File: src/rtl/core/itse_pkg.sv
`timescale 1ns / 1ps
// ----------------------------------------------------------------------------
// Steering error package
// Shared types and constants for the inductive track steering error block.
// ----------------------------------------------------------------------------
package itse_pkg;

	localparam int ErrW   = 17;
	localparam int GainW  = 16;
	localparam int ErrMax = 51200;

	// configuration register indexes
	typedef enum logic [2:0] {
		REG_GAIN_LAT  = 3'd0,
		REG_GAIN_DIAG = 3'd1,
		REG_ISL_LAT   = 3'd2,
		REG_ISL_DIAG  = 3'd3,
		REG_SLOW_DIAG = 3'd4,
		REG_POS_SCALE = 3'd5,
		REG_NEG_SCALE = 3'd6
	} reg_idx_t;

	// track classes
	typedef enum logic [2:0] {
		CLS_LOST     = 3'd0,
		CLS_ISLAND   = 3'd1,
		CLS_CROSS    = 3'd2,
		CLS_RIGHT    = 3'd3,
		CLS_CURVE    = 3'd4,
		CLS_STRAIGHT = 3'd5
	} track_cls_t;

	// sequencer states
	typedef enum logic [2:0] {
		ST_IDLE,
		ST_SQRT,
		ST_MUL,
		ST_DIV,
		ST_SCALE,
		ST_OUT
	} seq_state_t;

endpackage

File: src/rtl/core/inductive_track_steering_error.sv
`timescale 1ns / 1ps
// ----------------------------------------------------------------------------
// Inductive track steering error
// Classifies the track from eight coil readings and computes a saturated,
// sign-scaled steering error with a short error history.
// ----------------------------------------------------------------------------
// Sequence: ceil((ADC_BITS+17)/2) root steps (15 at ADC_BITS = 12), a multiply
// state, ADC_BITS+35 quotient steps (47) and a scale state, after which the result
// item is presented; a lost frame with no tuser mode bit set skips the divide.
// A new input item is not accepted until the result has been taken, since the
// root and quotient loops are not ready while busy.
// arst_n clears control, the gain registers to 1.0 and the history to zero.
// ----------------------------------------------------------------------------
module inductive_track_steering_error #(
	parameter int HISTORY_DEPTH = 5,
	parameter int ADC_BITS      = 12
) (
	input  logic                    clk,
	input  logic                    arst_n,
	// configuration write channel
	input  logic                    cfg_valid,
	output logic                    cfg_ready,
	input  logic [2:0]              cfg_index,
	input  logic [15:0]             cfg_data,
	// tdata: horiz_left, horiz_right, middle_left, middle_right, diag_left,
	//        diag_right, vert_left, vert_right (ADC_BITS each, lowest first)
	input  logic                    s_tvalid,
	output logic                    s_tready,
	input  logic [8*ADC_BITS-1:0]   s_tdata,
	// tuser: island_mode, slow_window, cross_mode
	input  logic [2:0]              s_tuser,
	output logic                    m_tvalid,
	input  logic                    m_tready,
	// tdata: steer_error[16:0], track_class[19:17], island_seen[20],
	//        oldest_error[37:21], zero fill to 40 bits
	output logic [39:0]             m_tdata
);
	import itse_pkg::*;

	localparam int SW   = ADC_BITS + 1;        // middle sum width
	localparam int RW   = (SW + 17) / 2;       // root width
	localparam int RAD  = 2 * RW;              // radicand, even so bit pairs align
	localparam int DW   = SW + RW;             // denominator width
	localparam int WW   = ADC_BITS + 19;       // signed weighted sum width
	localparam int NW   = WW + 16;             // numerator magnitude width
	localparam int QW   = NW;
	localparam int EW   = 26;                  // capped error width
	localparam int PW   = EW + 17;             // scale product width
	localparam int RCW  = $clog2(RW + 1);
	localparam int QCW  = $clog2(QW + 1);
	// any error at or above this saturates under every nonzero scale
	localparam int ErrCap = 13107200;

	// configuration registers
	logic [15:0] g_lat_q, g_diag_q, i_lat_q, i_diag_q, s_diag_q, p_scl_q, n_scl_q;
	logic signed [ErrW-1:0] last_q;
	logic signed [ErrW-1:0] hist_q [HISTORY_DEPTH];

	seq_state_t state_q, state_d;

	logic [ADC_BITS-1:0] hl, hr, ml, mr, dl, dr, vl, vr;
	assign hl = s_tdata[0*ADC_BITS +: ADC_BITS];
	assign hr = s_tdata[1*ADC_BITS +: ADC_BITS];
	assign ml = s_tdata[2*ADC_BITS +: ADC_BITS];
	assign mr = s_tdata[3*ADC_BITS +: ADC_BITS];
	assign dl = s_tdata[4*ADC_BITS +: ADC_BITS];
	assign dr = s_tdata[5*ADC_BITS +: ADC_BITS];
	assign vl = s_tdata[6*ADC_BITS +: ADC_BITS];
	assign vr = s_tdata[7*ADC_BITS +: ADC_BITS];

	// classification on the incoming item
	logic [SW-1:0] sum_mid, sum_h;
	logic [ADC_BITS-1:0] ad_h, ad_d, ad_v;
	track_cls_t cls_in;
	assign sum_mid = {1'b0, ml} + {1'b0, mr};
	assign sum_h   = {1'b0, hl} + {1'b0, hr};
	assign ad_h = (hl > hr) ? hl - hr : hr - hl;
	assign ad_d = (dl > dr) ? dl - dr : dr - dl;
	assign ad_v = (vl > vr) ? vl - vr : vr - vl;

	always_comb begin
		if (32'(sum_mid) < 180) cls_in = CLS_LOST;
		else if (32'(sum_h) > 2000) cls_in = CLS_ISLAND;
		else if (32'(ad_d) > 300) begin
			if (32'(vl) > 100 && 32'(vr) > 100 && 32'(sum_mid) > 800) cls_in = CLS_CROSS;
			else if (32'(ad_v) > 60) cls_in = (32'(ad_h) < 90) ? CLS_RIGHT : CLS_CURVE;
			else cls_in = CLS_CURVE;
		end else if (32'(ad_h) <= 70 && 32'(ad_d) < 150) cls_in = CLS_STRAIGHT;
		else cls_in = CLS_CURVE;
	end

	// item registers
	track_cls_t cls_q;
	logic [SW-1:0] sum_q;
	logic signed [ADC_BITS:0] dh_q, dd_q;
	logic dbl_q, last_sel_q;
	logic [15:0] ga_q, gb_q;

	// root / divide registers
	logic [RAD-1:0] rem_q;
	logic [RW:0]    sq_rem_q;
	logic [RW-1:0]  root_q;
	logic [RCW-1:0] rcnt_q;
	logic [DW-1:0]  den_q;
	logic [NW-1:0]  num_q;
	logic           neg_q;
	logic [QW-1:0]  quo_q;
	logic [DW:0]    prem_q;
	logic [QCW-1:0] qcnt_q;
	logic signed [EW-1:0] err_q;
	logic signed [ErrW-1:0] res_q;

	logic accept;
	assign s_tready  = (state_q == ST_IDLE);
	assign accept    = s_tvalid && s_tready;
	assign cfg_ready = 1'b1;
	assign m_tvalid  = (state_q == ST_OUT);

	// root step: restoring, two radicand bits a cycle
	logic [RW+2:0] rem_hi;
	logic [RW+2:0] trial;
	logic [RW+2:0] rem_new;
	assign rem_hi  = {sq_rem_q, rem_q[RAD-1 -: 2]};
	assign trial   = {1'b0, root_q, 2'b01};
	assign rem_new = rem_hi - trial;

	// signed weighted sum and its magnitude
	logic signed [WW-1:0] wsum;
	logic [WW-1:0] wmag;
	assign wsum = $signed({1'b0, ga_q}) * dh_q + $signed({1'b0, gb_q}) * dd_q;
	assign wmag = wsum[WW-1] ? $unsigned(-wsum) : $unsigned(wsum);

	always_comb begin
		state_d = state_q;
		case (state_q)
			ST_IDLE:  if (accept) state_d = ST_SQRT;
			ST_SQRT:  if (rcnt_q == RCW'(RW - 1)) state_d = ST_MUL;
			ST_MUL:   state_d = last_sel_q ? ST_SCALE : ST_DIV;
			ST_DIV:   if (qcnt_q == QCW'(QW - 1)) state_d = ST_SCALE;
			ST_SCALE: state_d = ST_OUT;
			ST_OUT:   if (m_tready) state_d = ST_IDLE;
			default:  state_d = ST_IDLE;
		endcase
	end

	always_ff @(posedge clk or negedge arst_n) begin
		if (!arst_n) state_q <= ST_IDLE;
		else state_q <= state_d;
	end

	// configuration writes
	always_ff @(posedge clk or negedge arst_n) begin
		if (!arst_n) begin
			g_lat_q <= 16'd256; g_diag_q <= 16'd256; i_lat_q <= 16'd256;
			i_diag_q <= 16'd256; s_diag_q <= 16'd256; p_scl_q <= 16'd256;
			n_scl_q <= 16'd256;
		end else if (cfg_valid) begin
			case (cfg_index)
				REG_GAIN_LAT:  g_lat_q  <= cfg_data;
				REG_GAIN_DIAG: g_diag_q <= cfg_data;
				REG_ISL_LAT:   i_lat_q  <= cfg_data;
				REG_ISL_DIAG:  i_diag_q <= cfg_data;
				REG_SLOW_DIAG: s_diag_q <= cfg_data;
				REG_POS_SCALE: p_scl_q  <= cfg_data;
				REG_NEG_SCALE: n_scl_q  <= cfg_data;
				default: ;
			endcase
		end
	end

	// quotient step and the final signed, capped error
	logic [DW:0]   ptry;
	logic          q_bit;
	logic [QW-1:0] quo_nx;
	logic signed [EW-1:0] qsat, qdbl, qerr;
	assign ptry   = {prem_q[DW-1:0], num_q[NW-1]};
	assign q_bit  = ptry >= {1'b0, den_q};
	assign quo_nx = {quo_q[QW-2:0], q_bit};
	assign qsat   = (quo_nx > QW'(ErrCap)) ? EW'(ErrCap) : EW'(quo_nx);
	assign qdbl   = dbl_q ? qsat + qsat : qsat;
	assign qerr   = neg_q ? -qdbl : qdbl;

	// sign-dependent scale, truncate toward zero, saturate
	logic signed [PW-1:0] scl_prod;
	logic [PW-1:0] scl_mag;
	logic signed [ErrW-1:0] scl_res;
	assign scl_prod = err_q * $signed({1'b0, (err_q < 0) ? n_scl_q : p_scl_q});
	assign scl_mag = scl_prod[PW-1] ? $unsigned(-scl_prod) : $unsigned(scl_prod);

	always_comb begin
		if (scl_mag[PW-1:8] > (PW-8)'(ErrMax)) scl_res = ErrW'(ErrMax);
		else scl_res = ErrW'(scl_mag[PW-1:8]);
		if (scl_prod[PW-1]) scl_res = -scl_res;
	end

	// datapath sequencing
	always_ff @(posedge clk) begin
		case (state_q)
			ST_IDLE: if (accept) begin
				cls_q  <= cls_in;
				sum_q  <= sum_mid;
				dh_q   <= $signed({1'b0, hl}) - $signed({1'b0, hr});
				dd_q   <= $signed({1'b0, dl}) - $signed({1'b0, dr});
				rem_q  <= RAD'({sum_mid, 16'd0});
				root_q <= '0;
				sq_rem_q <= '0;
				rcnt_q <= '0;
				last_sel_q <= 1'b0;
				dbl_q  <= 1'b0;
				if (s_tuser[0]) begin
					ga_q <= i_lat_q; gb_q <= i_diag_q;
				end else if (s_tuser[1]) begin
					ga_q <= '0; gb_q <= s_diag_q;
				end else if (s_tuser[2]) begin
					ga_q <= g_lat_q; gb_q <= '0; dbl_q <= 1'b1;
				end else if (cls_in == CLS_LOST) begin
					ga_q <= '0; gb_q <= '0; last_sel_q <= 1'b1;
				end else if (cls_in == CLS_CROSS) begin
					ga_q <= g_lat_q; gb_q <= '0;
				end else if (cls_in == CLS_RIGHT) begin
					ga_q <= '0; gb_q <= g_diag_q;
				end else begin
					ga_q <= g_lat_q; gb_q <= g_diag_q;
				end
			end
			ST_SQRT: begin
				rem_q <= rem_q << 2;
				rcnt_q <= rcnt_q + 1'b1;
				if (rem_hi >= trial) begin
					sq_rem_q <= rem_new[RW:0];
					root_q   <= {root_q[RW-2:0], 1'b1};
				end else begin
					sq_rem_q <= rem_hi[RW:0];
					root_q   <= {root_q[RW-2:0], 1'b0};
				end
			end
			ST_MUL: begin
				den_q  <= (sum_q == '0) ? DW'(256) : DW'(sum_q) * DW'(root_q);
				neg_q  <= wsum < 0;
				// times 51200
				num_q  <= (NW'(wmag) << 15) + (NW'(wmag) << 14) + (NW'(wmag) << 11);
				prem_q <= '0;
				qcnt_q <= '0;
				err_q  <= EW'(last_q) + EW'(last_q);
			end
			ST_DIV: begin
				num_q  <= num_q << 1;
				qcnt_q <= qcnt_q + 1'b1;
				quo_q  <= quo_nx;
				if (q_bit) prem_q <= ptry - {1'b0, den_q};
				else prem_q <= ptry;
				if (qcnt_q == QCW'(QW - 1)) err_q <= qerr;
			end
			default: ;
		endcase
	end

	// result and history update
	always_ff @(posedge clk or negedge arst_n) begin
		if (!arst_n) begin
			last_q <= '0;
			for (int i = 0; i < HISTORY_DEPTH; i++) hist_q[i] <= '0;
		end else if (state_q == ST_SCALE) begin
			last_q <= scl_res;
			hist_q[0] <= scl_res;
			for (int i = 1; i < HISTORY_DEPTH; i++) hist_q[i] <= hist_q[i-1];
		end
	end

	always_ff @(posedge clk) begin
		if (state_q == ST_SCALE) res_q <= scl_res;
	end

	assign m_tdata = {2'b00, hist_q[HISTORY_DEPTH-1],
		(cls_q == CLS_ISLAND), cls_q, res_q};

endmodule
File: config.mk
export PLATFORM = sky130hd
export DESIGN_NAME = inductive_track_steering_error
export DESIGN_NICKNAME = d
export VERILOG_FILES = /design/src/rtl/core/itse_pkg.sv /design/src/rtl/core/inductive_track_steering_error.sv
export SDC_FILE = /design/constraint.sdc
export NUM_CORES = 2
export LEC_CHECK = 0
export BUFFER_PORTS_ARGS = -buffer_cell sky130_fd_sc_hd__buf_4
export CAP_MARGIN = 15
export CORE_MARGIN = 1
export CORE_UTILIZATION = 50
export DETAILED_ROUTE_END_ITERATION = 12
export PLACE_DENSITY = 0.62
export SLEW_MARGIN = 40
export SYNTH_ARGS = -nofsm -noshare
export SYNTH_HDL_FRONTEND = slang
export SYNTH_SLANG_ARGS = --single-unit
File: constraint.sdc
create_clock -name clk -period 23.7 [get_ports clk]
set_input_delay 4.74 -clock clk [delete_from_list [all_inputs] [get_ports clk]]
set_output_delay 4.74 -clock clk [all_outputs]
set_load 0.02 [all_outputs]
# == Word level (Yosys, flattened, before mapping) ==
# Cells that the tools add are included.
# W data, S select, Z words.
# totals
reg_bits,540
latch_bits,0
ram_bits,0
romBits,0
input_bits,123
word_cells,175
n_memories,0
# classes
addsub,23
n_mul,4
div,0
magnitude_cmp,19
n_eq_ne,20
shifts,0
mux,53
bitwise_logic,0
reduce_logical,23
# ops
cell,n
$mux W16,14
$mux W26,4
$pmux W47 S2,1
$sub A12 B12 Y12,6
$mul A17 B13 Y30,2
$pmux W30 S2,1
$pmux W28 S2,1
$pmux W26 S2,1
$add A46 B45 Y47,1
$add A47 B42 Y47,1
$gt A47 B24 Y1 const B,1
$mul A26 B17 Y43,1
$mux W43,1
$neg A43 Y43,1
$gt A12 B12 Y1,3
$mux W12,3
$gt A35 B16 Y1 const B,1
$mux W17,2
$mux W3,11
$pmux W16 S2,1
$add A30 B30 Y31,1
$lt A31 B1 Y1 const B,1
$mux W31,1
$neg A31 Y31,1
other kinds (47),81

# == Longest topological paths before layout ==
# depth
word_depth,16
ltp_mapped,52

# == Worst setup path after synthesis ==
# No wires, ideal clock.
# synth_path
path_type,reg-to-reg
from,register dh_q[10]
to,register num_q[45] (data pin)
setup_ps,262
arrival_ps,11231
slack_ps,12207
stages_incl_launch_ff,49
n_path_buf,2
synth_period_minus_slack_ps,11493
path_cell_list,edfxtp_1 -> clkbuf_1 -> nand2_1 -> fa_1 -> fa_1 -> inv_1 -> fa_1 -> inv_1 -> fa_1 -> inv_1 -> fa_1 -> fa_1 -> inv_1 -> fa_1 -> inv_1 -> ha_1 -> a21oi_1 -> nor2b_1 -> (+13 left out) -> inv_1 -> fa_1 -> nor2b_1 -> o21ai_0 -> a21boi_0 -> o21ai_0 -> a21boi_0 -> o21ai_0 -> a21boi_0 -> o21ai_0 -> a21oi_1 -> a211oi_1 -> o31ai_1 -> o211ai_1 -> o21a_1 -> o21ai_0 -> mux2i_1 -> nand3_1
# synth_via
elab_chain_cells,7
# synth_rtl
element,line,rtl
"start, declared",inductive_track_steering_error.sv:95,"logic signed [ADC_BITS:0] dh_q, dd_q;"
"start signal, assigned",inductive_track_steering_error.sv:202,"dh_q <= $signed({1'b0, hl}) - $signed({1'b0, hr});"
$mul A17 B13 Y30 (*),inductive_track_steering_error.sv:130,"assign wsum = $signed({1'b0, ga_q}) * dh_q + $signed({1'b0, gb_q}) * dd_q;"
$add A30 B30 Y31 (*),inductive_track_steering_error.sv:130,
via wsum[30],inductive_track_steering_error.sv:128,logic signed [WW-1:0] wsum;
$neg A31 Y31,inductive_track_steering_error.sv:131,assign wmag = wsum[WW-1] ? $unsigned(-wsum) : $unsigned(wsum);
$mux W31 (*),inductive_track_steering_error.sv:131,
$add A46 B45 Y47,inductive_track_steering_error.sv:241,num_q <= (NW'(wmag) << 15) + (NW'(wmag) << 14) + (NW'(wmag) << 11);
$add A47 B42 Y47 (*),inductive_track_steering_error.sv:241,
$pmux W47 S2 (*),inductive_track_steering_error.sv:198,case (state_q)
"end signal, assigned",inductive_track_steering_error.sv:241,
"end signal, assigned",inductive_track_steering_error.sv:247,num_q <= num_q << 1;
"end, declared",inductive_track_steering_error.sv:105,logic [NW-1:0] num_q;
# The timed path passes the listed nets; every way through them passes the cells marked *.
# A chain may end at the register's enable or synchronous reset.

# == Worst setup path in the final report ==
# layout_path
from,register dd_q[3]
to,register num_q[45] (data pin)
# layout_via
elab_chain_cells,7
# layout_rtl
element,line,rtl
"start, declared",inductive_track_steering_error.sv:95,
"start signal, assigned",inductive_track_steering_error.sv:203,"dd_q <= $signed({1'b0, dl}) - $signed({1'b0, dr});"
$mul A17 B13 Y30 (*),inductive_track_steering_error.sv:130,
$add A30 B30 Y31 (*),inductive_track_steering_error.sv:130,
$neg A31 Y31,inductive_track_steering_error.sv:131,
$mux W31 (*),inductive_track_steering_error.sv:131,
$add A46 B45 Y47,inductive_track_steering_error.sv:241,
$add A47 B42 Y47 (*),inductive_track_steering_error.sv:241,
$pmux W47 S2 (*),inductive_track_steering_error.sv:198,
# Mark *: on every way between the ends. The rest lies on a longest branch, timed or not.

==> results.cfg <==
[placement]
io_buffer_count = 162
dp_hpwl_um = 131500
gp_congestion = 0.8888
dpl_cell_area_um2 = 70390

[worst_setup_path]
arrival_ns = 13.50
r2r-end = num_q[45]$_DFFE_PP_
rrSetupSlack_ns = 10.63
critical_path.most_common_cell = fa_1
endpoint_kind = flop
cp_top_family = adder cells
r2r-start = dd_q[3]$_DFFE_PP_
crit_type = reg2reg
cp_slowest_cell = edfxtp_1
cpPeakStageDelay_ns = 0.60
startpoint_type = flop
crit_buf_inv = 7
crit_fanout = 17
worst_r2r_path_depth = 47
required_ns = 24.13

[min_path]
min_path_type = reg2reg
holdPathStages = 0
min_from = quo_q[40]$_DFFE_PP_
hold_path_end = quo_q[41]$_DFFE_PP_

[global_route]
grt_remaining_overflow = 0
antenna_found_initial = 2
gr-usage-all-layers_pct = 25.39
grt_pass1_wl_um = 276900
grt_max_degree = 83
grt_pass1_vias = 51290

[layout]
layout-drive-gt1-share_pct = 7.395
nets = 8920
area.growth.synth_to_final_pct = 7.546
layout_common_cells = 1378 x inv_1, 1097 x nand2_1, 946 x fa_1
fin_area_um2 = 72760
layout_commonest_cell = inv_1

[synth]
yosysTopAreaCell = fa_1
yosys_warnings = 0
synth_area_leaders = fa_1 28%, edfxtp_1 14%, ha_1 9.7%
syn_avg_cell_area_um2 = 9.209
synth_edf_count = 313
ys_types = 105
synth_ff_type = edfxtp_1
synthCells = 7347
synth_area_um2 = 67650
yosys.area.top_type_share_pct = 27.99
ys_seq_area_share_pct = 21.30
ys_ff_latch = 513
ys_async_sr_fraction_pct = 38.99

[drt]
wire_per_inst_um = 18.51
ant_nets = 0
drt_iter0_markers = 3605
drc = 15
via_per_inst = 5.461
dr.pass1.iters = 10
wirelength_um = 169400
dr_total_vias = 50000

[run_status]
violations = DRC
status = finished, violations left

[floorplan]
dieHeight_um = 369.8
die_w_um = 369.8
dieArea_um2 = 136800
placementRows = 134
start_util_pct = 50.57
coreArea_um2 = 133800
ios = 166

[sta]
slew_viol_final = 0
max_freq_mhz = 76.52
skew_ns = 0.02770
fin_crit_sh_pct = 55.14
setup_viol = 0
tns_ns = 0
post-route-min-period_ns = 13.07
rsz0062_at_grt = no
max_slew_margin_pct = 40.02
worst_pin_slew_ns = 0.8997
finalHoldViolations = 0

[clocking]
cts_sinks = 513
post_cts_buffers = 0
cts_resized = 0
clk_pin_slew_ns = 0.06
cts_tree = done
root_buffer = clkbuf_16
clockBufferDepth = 3
cts_hold_buffers = 0
clock_latency_ns = 0.69
cts_inserted_buffers = 67
ctsHtreeMaxLevel = 3

[run]
drv_cap = 0
==> state kept, by name, indices dropped and copies added (netlist names), 17 cells and up <==
register / flops
hist_q: 68
quo_q: 46
num_q: 36
den_q: 28
prem_q: 28
err_q: 26
m_tdata: 17
res_q: 17
==> cell usage after synthesis (35+ instances only) <==
library cell,count
inv_1,1381
nand2_1,1098
fa_1,946
ha_1,522
edfxtp_1,313
and2_1,302
nor2_1,300
a21oi_1,256
clkbuf_1,256
dfrtp_1,193
o21ai_0,182
nor2b_1,180
xnor2_1,152
mux2_2,130
nor3_1,80
nand3_1,79
xor2_1,78
a21o_1,76
nand2b_1,57
mux2i_1,44
a211oi_1,43
and3_1,42
a31oi_1,40
o21a_1,35
==> layer usage <==
layer  vias to the layer above  global-route usage [%]  part of all wire, %
met2                      1323                   39.76                   46
li1                      23330                       -                    -
met5                         -                       0                0.016
met3                       196                   3.766                  6.1
met1                     25150                   37.02                   46
met4                         4                   6.039                  2.0
==> per-stage QoR <==
step | hold slack (ns) | worst slack (ns) | cells | util [%]
floorplan | 0.4268 | 12.21 | 7348 | -
global placement | 0.4350 | 10.76 | 9012 | 52.49
detailed placement | 0.4444 | 10.70 | 9022 | 52.61
CTS | 0.4492 | 10.60 | 9145 | 54.31
global route | 0.4647 | 9.737 | 9151 | 54.37
finish | 0.4506 | 10.63 | 9155 | 54.38
==> logic make-up after synthesis <==
logic type	after synthesis	synth area share (%)
and+or+nand+nor	2321	16.31
buffers and inverters	1693	9.552
adders and majority gates	1468	37.65
AOI/OAI and AO/OA	944	9.326
DFF	513	21.30
xor gates and xnor gates	231	3.002
muxes	175	2.848
other	2	0.01110
==> final cells by class <==
| type | instances | area (um^2) |
|---|---|---|
| clock buffer | 83 | 1842 |
| antenna | 4 | 10.01 |
| timing repair buffer | 221 | 1769 |
| inverter | 1384 | 5197 |
| fill | 12150 | 61030 |
| multi-input combinational | 5142 | 46880 |
| sequential | 513 | 14410 |
| tap | 1768 | 2212 |
| clock inverter | 40 | 434.2 |
==> worst max-delay path by stage <==
stage | startpoint | cells past startpoint | slack (ns) | endpoint
floorplan | dh_q[10]$_DFFE_PP_ | 48 | 12.21 | num_q[45]$_DFFE_PP_
global placement | dd_q[3]$_DFFE_PP_ | 47 | 10.76 | num_q[45]$_DFFE_PP_
detailed placement | dd_q[3]$_DFFE_PP_ | 47 | 10.70 | num_q[45]$_DFFE_PP_
CTS | dd_q[3]$_DFFE_PP_ | 47 | 10.60 | num_q[45]$_DFFE_PP_
global route | dd_q[3]$_DFFE_PP_ | 49 | 9.74 | num_q[45]$_DFFE_PP_
finish | dd_q[3]$_DFFE_PP_ | 47 | 10.63 | num_q[45]$_DFFE_PP_
==> worst reg2reg max path: cells and delay by family (launching register included) <==
| kind | cells | cell delay [ns] |
|---|---|---|
| adder cells (fa/ha/maj) | 11 | 5.09 |
| flip-flops | 1 | 0.60 |
| multiplexers | 1 | 0.22 |
| buffers and inverters | 7 | 0.82 |
| XOR/XNOR | 2 | 0.37 |
| AND/OR/NAND/NOR | 6 | 1.04 |
| AO/OA/AOI/OAI | 20 | 4.65 |
Power is left out: the tool's default activity adds up to more than one toggle a clock period on the data nets, which glitch-free logic cannot reach.
